$ cat src/rtl/vfpf_pkg.sv
package vfpf_pkg;

  // one point per request
  typedef struct packed {
    logic signed [31:0] x_coord;
    logic signed [31:0] y_coord;
    logic signed [31:0] z_coord;
    logic               withheld;
    logic               new_cloud;
  } point_t;

  typedef enum logic [1:0] {
    V_KEPT     = 2'd0,
    V_DUP      = 2'd1,
    V_WITHHELD = 2'd2,
    V_OUTSIDE  = 2'd3
  } verdict_t;

  typedef struct packed {
    verdict_t    verdict;
    logic [19:0] voxel_index;
  } result_t;

  typedef logic [2:0] cfg_index_t;

  localparam cfg_index_t REG_ORIGIN_X    = 3'd0;
  localparam cfg_index_t REG_ORIGIN_Y    = 3'd1;
  localparam cfg_index_t REG_ORIGIN_Z    = 3'd2;
  localparam cfg_index_t REG_CELL_SIZE   = 3'd3;
  localparam cfg_index_t REG_GRID_WIDTH  = 3'd4;
  localparam cfg_index_t REG_GRID_HEIGHT = 3'd5;

  localparam int unsigned COORD_W = 32;
  localparam int unsigned CELL_W  = 21;
  localparam int unsigned DIM_W   = 13;

  typedef enum logic [3:0] {
    ST_CLEAR,
    ST_IDLE,
    ST_DIV,
    ST_MUL1,
    ST_MUL2,
    ST_INDEX,
    ST_READ,
    ST_WRITE,
    ST_EMIT
  } state_t;

endpackage

$ cat src/rtl/vfpf_divider.sv
module vfpf_divider (
  input  logic        clk,
  input  logic        rst,
  input  logic        start,
  input  logic [31:0] dividend,
  input  logic [20:0] divisor,
  output logic        busy,
  output logic [31:0] quotient
);
  import vfpf_pkg::*;

  // restoring radix-2, one quotient bit per cycle
  logic [31:0] num;
  logic [20:0] rem;
  logic [20:0] div;
  logic [4:0]  cnt;
  logic [21:0] shifted;
  logic        fits;

  assign shifted  = {rem, num[COORD_W-1]};
  assign fits     = shifted >= {1'b0, div};
  assign quotient = num;

  always_ff @(posedge clk) begin
    if (rst) begin
      busy <= 1'b0;
      cnt  <= '0;
    end else if (start) begin
      busy <= 1'b1;
      cnt  <= '0;
    end else if (busy) begin
      cnt <= cnt + 5'd1;
      if (cnt == 5'd31) begin
        busy <= 1'b0;
      end
    end
  end

  always_ff @(posedge clk) begin
    if (start) begin
      num <= dividend;
      rem <= '0;
      div <= divisor;
    end else if (busy) begin
      num <= {num[COORD_W-2:0], fits};
      rem <= fits ? 21'(shifted - {1'b0, div}) : shifted[20:0];
    end
  end

endmodule

$ cat config.mk
export PLATFORM = sky130hd
export DESIGN_NAME = vfpf_divider
export DESIGN_NICKNAME = d
export VERILOG_FILES = /design/src/rtl/vfpf_pkg.sv /design/src/rtl/vfpf_divider.sv
export SDC_FILE = /design/constraint.sdc
export NUM_CORES = 1
export LEC_CHECK = 0
export ABC_AREA = 1
export BUFFER_PORTS_ARGS = -buffer_cell sky130_fd_sc_hd__buf_2
export CELL_PAD_IN_SITES_DETAIL_PLACEMENT = 0
export CELL_PAD_IN_SITES_GLOBAL_PLACEMENT = 1
export CORE_AREA = 2 2 112 114
export DETAILED_ROUTE_END_ITERATION = 7
export DIE_AREA = 0 0 114 116
export PLACE_DENSITY = 0.84
export SKIP_CTS_REPAIR_TIMING = 1
export SLEW_MARGIN = 20
export SYNTH_ARGS = -nofsm -noshare
export SYNTH_HDL_FRONTEND = slang
export SYNTH_SLANG_ARGS = --single-unit
$ cat constraint.sdc
create_clock -name clk -period 2.4 [get_ports clk]
set_clock_uncertainty 0.1 [all_clocks]
set_input_delay 0 -clock clk [delete_from_list [all_inputs] [get_ports clk]]
set_output_delay 0 -clock clk [all_outputs]
set_load 0.005 [all_outputs]
==> reports/results.ini, run 1 <==
[timing]
hold_viol = 0
tightest_slew_ns = 0.989
max_freq_mhz = 439
finalMaxSlewViolations = 0
period_needed_ns = 2.28
fin_crit_sh_pct = 94.9
finalSetupViolCount = 0
slew_headroom_pct = 33.9

[power]
powerDensity_nw_per_um2 = 568
seqPwrFrac_pct = 44.3
ir_drop_mv = 0.675
p_leak_uw = 0.00324
total_power_uw = 3660
comb_power_share_pct = 14.6
clock_power_share_pct = 41.1
power_switching_uw = 924
swShare_pct = 25.2
p_int_uw = 2740

[floorplan]
dieArea_sq_um = 13200
fp.dieH_um = 116
start_util_pct = 40.4
ioPinCount = 89
dieWidth_um = 114
coreArea_sq_um = 11900
rows = 40

[cts]
root_buffer = clkbuf_16
htree_levels = 3
cts_max_path_buffers = 2
clk_pin_slew_worst_paths_ns = 0.06
tritoncts = yes
clk_latency_ns = 0.35
cts_made_buffers = 9
cts_sinks = 80

[cells_and_area]
finalNonFillerCells = 938
fillers = 1141
syn2layout_area_growth_pct = 33.9
nets = 866
final_layout_size_suffix_gt1_share_pct = 21.0
multi_input_area_sq_um = 2280
seqCellArea_sq_um = 2130
antenna_cells = 0

[place]
dp_hpwl_mm = 8.76
io_buffer_count = 88
dpl.cell_count = 859
gp_congestion = 0.897

[run]
maxCapViolCount = 0

[routing]
ant_nets = 0
wire_per_inst_um = 14.1
drt_iter0_drc = 224
via_count = 4584
routed_wirelength_mm = 13.2
avgViaCountPerCell = 4.89
drc = 0
firstDrtPassIters = 5

[yosys]
syn_area_per_cell_sq_um = 7.70
ys_types = 36
ys_seq_area_share_pct = 44.3
syn_area_sq_um = 4810
ys_seq_elements = 80
syn_nets = 705
yosys_warnings = 0
syn_inst = 625

[grt]
grt_pass1_wl_mm = 19.9
grt_overflow_total = 0
grt_max_degree = 55
grt_use_total_pct = 19.2
antenna_found_initial = 0
grt_pass1_vias = 4281

[worst_setup_path]
cp-end-kind = flip-flop
cp.required_ns = 2.51
worstSetupPathType = flip-flop to flip-flop
startpoint_type = flip-flop
crit_fanout = 7
cp_data_arrival_time_ns = 2.39

[worst_hold_path]
hp-class = input pin to flip-flop

[status]
outcome = completed

-- cells in the mapped netlist --
library cell	number	area (sq um)
nor2_2	2	12.5
xnor2_1	9	78.8
nand2_4	1	11.3
o21bai_1	1	7.51
clkbuf_1	9	33.8
nand3_2	9	90.1
nand2_8	1	20.0
o21a_1	1	7.51
nor2_1	25	93.8
inv_2	6	22.5
nand4_1	3	18.8
a211oi_1	1	7.51
inv_1	85	319
nor3_2	1	10.0
a21oi_1	16	80.1
o21ai_0	2	10.0
edfxtp_1	53	1590
and2_1	1	6.26
nand2_1	248	931
a31oi_1	2	12.5
buf_2	2	10.0
o21ai_2	1	8.76
nand3b_1	13	97.6
dfxtp_1	27	541
fa_1	1	20.0
clkinv_1	1	3.75
nand3_1	42	210
nand2_2	6	37.5
nor2_4	1	11.3
buf_12	1	20.0
o21ai_1	11	55.1
a21oi_2	3	26.3
buf_6	5	56.3
ha_1	23	288
or2_1	2	12.5
nor3_1	10	50.1
-- worst max-delay path, cell delays in order (launching register included) --
cell	delay (ns)
edfxtp_1	0.40
inv_2	0.07
ha_1	0.16
inv_2	0.06
fa_2	0.38
nand2_2	0.09
nand2_2	0.07
nand3_2	0.09
nand2_4	0.07
nand2_4	0.07
nand2_4	0.08
nand2_8	0.14
buf_8	0.14
nand3b_1	0.07
nand3_1	0.09
o21ai_1	0.07
-- layer usage --
metal  wire (um)  track usage, %  vias to the layer above
li1            -               -                     2312
met1        5730            23.4                     2077
met2        6230            32.6                      179
met3        1090            6.69                       16
met4         194            5.20                        0
met5           0               0                        -
-- flip-flops by register name (all words and copies together), names as in the netlist --
| name | cells |
|---|---|
| rem | 21 |
| busy | 1 |
| cnt | 5 |
| quotient | 32 |
| div | 21 |
-- cells by family (layout without fill, tap and decap cells) --
| family | after synthesis | in the layout | share of synthesized area (%) |
|---|---|---|---|
| buf+inv | 109 | 272 | 9.67 |
| flops | 80 | 80 | 44.3 |
| simple gates | 365 | 368 | 33.5 |
| fa+ha+maj | 24 | 24 | 6.40 |
| xor+xnor | 9 | 9 | 1.64 |
| compound gates | 38 | 38 | 4.47 |
-- worst paths after layout --
kind | slack (ns) | depth (start not counted) | start | to
min | 0.12 | 4 | start | rem[10]
max reg2reg | 0.12 | 15 | quotient[31] | rem[16]
min reg2reg | 0.37 | 2 | rem[12] | rem[12]
max | 0.12 | 15 | quotient[31] | rem[16]
-- final cells by class --
| type | instances | share of cell area [%] |
|---|---|---|
| clock buffers | 10 | 3.55 |
| clock inverters | 6 | 1.42 |
| inverters | 92 | 5.36 |
| multi-input cells | 439 | 35.4 |
| flip-flops and latches | 80 | 33.1 |
| well taps | 147 | 2.85 |
| repair buffers | 164 | 18.3 |
-- through the flow --
| step | hold slack [ns] | setup slack (ns) | area [sq um] | TNS, ns | util, % |
|---|---|---|---|---|---|
| 2_1_floorplan | -0.0215 | 0.188 | 4810 | 0 | - |
| 3_3_place_gp | 0.0770 | 0.0448 | 5440 | 0 | 45.6 |
| 3_5_place_dp | 0.0782 | -0.0392 | 5440 | -0.165 | 45.6 |
| 4_1_cts | -0.290 | -0.0629 | 5760 | -0.444 | 48.3 |
| 5_1_grt | 0.157 | -0.0144 | 6440 | -0.0340 | 54.1 |
| 6_report | 0.123 | 0.123 | 6440 | 0 | 54.1 |
-- cells in the final DEF (no fill, tap or decap), drive strengths merged, types with 13 or more instances in the layout --
cell         netlist  layout
dlygate4sd3        0      54
nand3b            13      13
ha                23      23
buf                8     109
dfxtp             27      27
edfxtp            53      53
nor2              28      29
o21ai             14      14
a21oi             19      19
inv               91      92
nand3             51      51
nand2            256     258
-- power by group through the flow --
| stage | Sequential, uW | Clock [uW] | Combinational, uW |
|---|---|---|---|
| 6_report | 1620 | 1510 | 533 |
| 5_1_grt | 1630 | 1590 | 597 |
| 4_1_cts | 1620 | 1540 | 456 |
| 3_5_place_dp | 1650 | 0 | 456 |
| 3_3_place_gp | 1650 | 0 | 449 |
| 2_1_floorplan | 1650 | 0 | 247 |
No activity file was read; power rests on OpenSTA's default activity.
==> run 2: changes to the inputs <==
--- a/config.mk
+++ b/config.mk
@@ -13,8 +13,10 @@
 export DETAILED_ROUTE_END_ITERATION = 7
 export DIE_AREA = 0 0 114 116
 export PLACE_DENSITY = 0.84
+export SETUP_SLACK_MARGIN = 0.3
 export SKIP_CTS_REPAIR_TIMING = 1
 export SLEW_MARGIN = 20
 export SYNTH_ARGS = -nofsm -noshare
 export SYNTH_HDL_FRONTEND = slang
 export SYNTH_SLANG_ARGS = --single-unit
+export TNS_END_PERCENT = 5
==> run 2 against run 1 <==
  * Sequential share of layout area fell by 0.59 points
  * Worst hold slack worse by 0.076 ns
  * Register-to-register slack better by 0.07 ns
  * Global-route usage grew 0.12 points
  * Combinational power up 3.9%
  * Cell area grew 1.8%
  * Critical path depth unchanged
  * Final cell count is 0.11% higher
  * Clock-buffer cell count fell by 1
  * Worst setup slack improved by 0.070 ns
  * Die area unchanged
  * Largest power group unchanged
==> reports/results.ini, run 2 (synthesis gave the netlist of run 1 again) <==
[worst_setup_path]
slowest_delay_ns = 0.41  ; about the same
slowest_stage = edfxtp_1
cp_data_arrival_time_ns = 2.34  ; -0.05 ns
cp-end-kind = flip-flop
cp.required_ns = 2.53  ; +0.02 ns
startpoint_type = flip-flop
crit_fanout = 8  ; +1
timing.critical_path.mode_cell = nand2_4
worstSetupPathType = flip-flop to flip-flop
path_cells = inv_2, ha_4, inv_4, fa_2, nand2_2, nand2_2, nand3_2, nand2_4, nand2_4, nand2_4, nand2_8, clkbuf_16, nand3_1, nand3_1, o21ai_1

[routing]
via_count = 4453  ; -2.9%
firstDrtPassIters = 5  ; unchanged
wl_met2_mm = 5.80  ; -6.9%
dr_wl_met3_um = 782  ; -28%
avgViaCountPerCell = 4.74  ; -3.0%
wire_per_inst_um = 13.7  ; -2.7%
ant_nets = 0  ; unchanged
drt_iter0_drc = 194  ; -13%
routed_wirelength_mm = 12.9  ; -2.6%
wl_met1_mm = 5.98  ; +4.4%
top_layer_used = met4
drc = 0  ; unchanged

[timing]
fin_setup_tns_ns = 0  ; unchanged
slew_headroom_pct = 49.0  ; +15 points
rsz0062_at_grt = true
finalMaxSlewViolations = 0  ; unchanged
finalSetupViolCount = 0  ; unchanged
hold_viol = 0  ; unchanged
period_needed_ns = 2.21  ; -0.0697 ns
max_freq_mhz = 453  ; +3.2%
tightest_slew_ns = 0.765  ; -0.224 ns
fin_crit_sh_pct = 92.0  ; -2.9 points
holdWs_ns = 0.0477  ; -0.0756 ns

[run]
maxCapViolCount = 0  ; unchanged

[cells_and_area]
syn2layout_area_growth_pct = 36.4
final_cell_area_sq_um = 6560  ; +1.8%
final_layout_size_suffix_gt1_share_pct = 22.6  ; +1.6 points
antenna_cells = 0  ; unchanged
final_core_util_pct = 55.1  ; +0.99 points
layout_common_cells = nand2_1 (243), buf_2 (88), inv_1 (83)
nets = 867  ; +0.12%
largest_reg_flops = 32  ; unchanged
final_common_cell = nand2_1

[grt]
grt_use_total_pct = 19.3  ; +0.12 points
grt_overflow_total = 0  ; unchanged
grt_max_degree = 56  ; +1.8%
grt_pass1_wl_mm = 19.6  ; -1.4%
grt_pass1_vias = 4148  ; -3.1%
antenna_found_initial = 0  ; unchanged

[cts]
clk_pin_slew_worst_paths_ns = 0.07  ; about the same
tritoncts = yes
cts_made_buffers = 9  ; unchanged
cts_sinks = 80  ; unchanged
htree_levels = 3  ; unchanged
root_buffer = clkbuf_16
cts_max_path_buffers = 2  ; unchanged
clk_latency_ns = 0.35  ; about the same

[floorplan]
coreArea_sq_um = 11900  ; unchanged
fp.dieH_um = 116  ; unchanged
rows = 40  ; unchanged
ioPinCount = 89  ; unchanged
start_util_pct = 40.4  ; unchanged
dieWidth_um = 114  ; unchanged
dieArea_sq_um = 13200  ; unchanged

[place]
dp_hpwl_mm = 8.79  ; +0.32%
gp_congestion = 0.879  ; -2.0%
io_buffer_count = 88  ; unchanged
placed_cell_area_sq_um = 5460  ; +0.37%

[power]
ir_drop_mv = 0.425  ; -37%
powerDensity_nw_per_um2 = 560  ; -1.5%
p_leak_uw = 0.00323  ; -0.24%

[worst_hold_path]
hp-class = input pin to flip-flop

[status]
outcome = completed

## run 2: cell count changes in the layout (fill, tap and decap cells not counted), moves of 2 or more
cell	before	now
ha_4	0	6
nor2_1	24	21
nand2_2	6	8
nand2_1	245	243
ha_1	23	16
buf_8	2	0
nor2_2	3	6
buf_12	0	3
## run 2: report_power, final
part	switching [uW]	leakage [uW]	internal, uW
logic	291	0.00233	263
registers	48.0	0.000752	1580
clock network	584	0.000153	911
total	923	0.00323	2750
## run 2: path summary, 6_finish.rpt
check,start,to,slack [ns],cells after the start
max,quotient[31],rem[7],0.19,15
min,start,rem[20],0.05,4
max reg2reg,quotient[31],rem[7],0.19,15
min reg2reg,cnt[4],cnt[4],0.37,2
## run 2: final cells by class
| type | instances | area [sq um] |
|---|---|---|
| well taps | 147 | 184 |
| flip-flops and latches | 80 | 2130 |
| repair buffers | 166 | 1220 |
| multi-input cells | 438 | 2360 |
| inverters | 92 | 348 |
| clock buffers | 9 | 225 |
| fillers | 1117 | 5350 |
| clock inverters | 7 | 93.8 |
## run 2: worst max-delay path: cells and delay by family, from the launching register on
kind | cells | cell delay, ns
buffers and inverters | 3 | 0.31
DFF | 1 | 0.41
AOI/OAI and AO/OA | 1 | 0.06
adders and majority gates | 2 | 0.50
and+or+nand+nor | 9 | 0.70
## run 2: layer usage
metal	up-vias	track usage (%)
met5	-	0
met4	0	8.05
met3	20	6.69
met2	127	31.3
met1	1988	23.6
li1	2318	-
## run 2: stage by stage
step | setup WS, ns | total power (uW) | cells
2_1_floorplan | 0.235 | 1900 | 625
3_3_place_gp | -0.0485 | 2100 | 858
3_5_place_dp | -0.0793 | 2110 | 858
4_1_cts | -0.105 | 3620 | 874
5_1_grt | 0.0881 | 3860 | 939
6_report | 0.193 | 3670 | 939
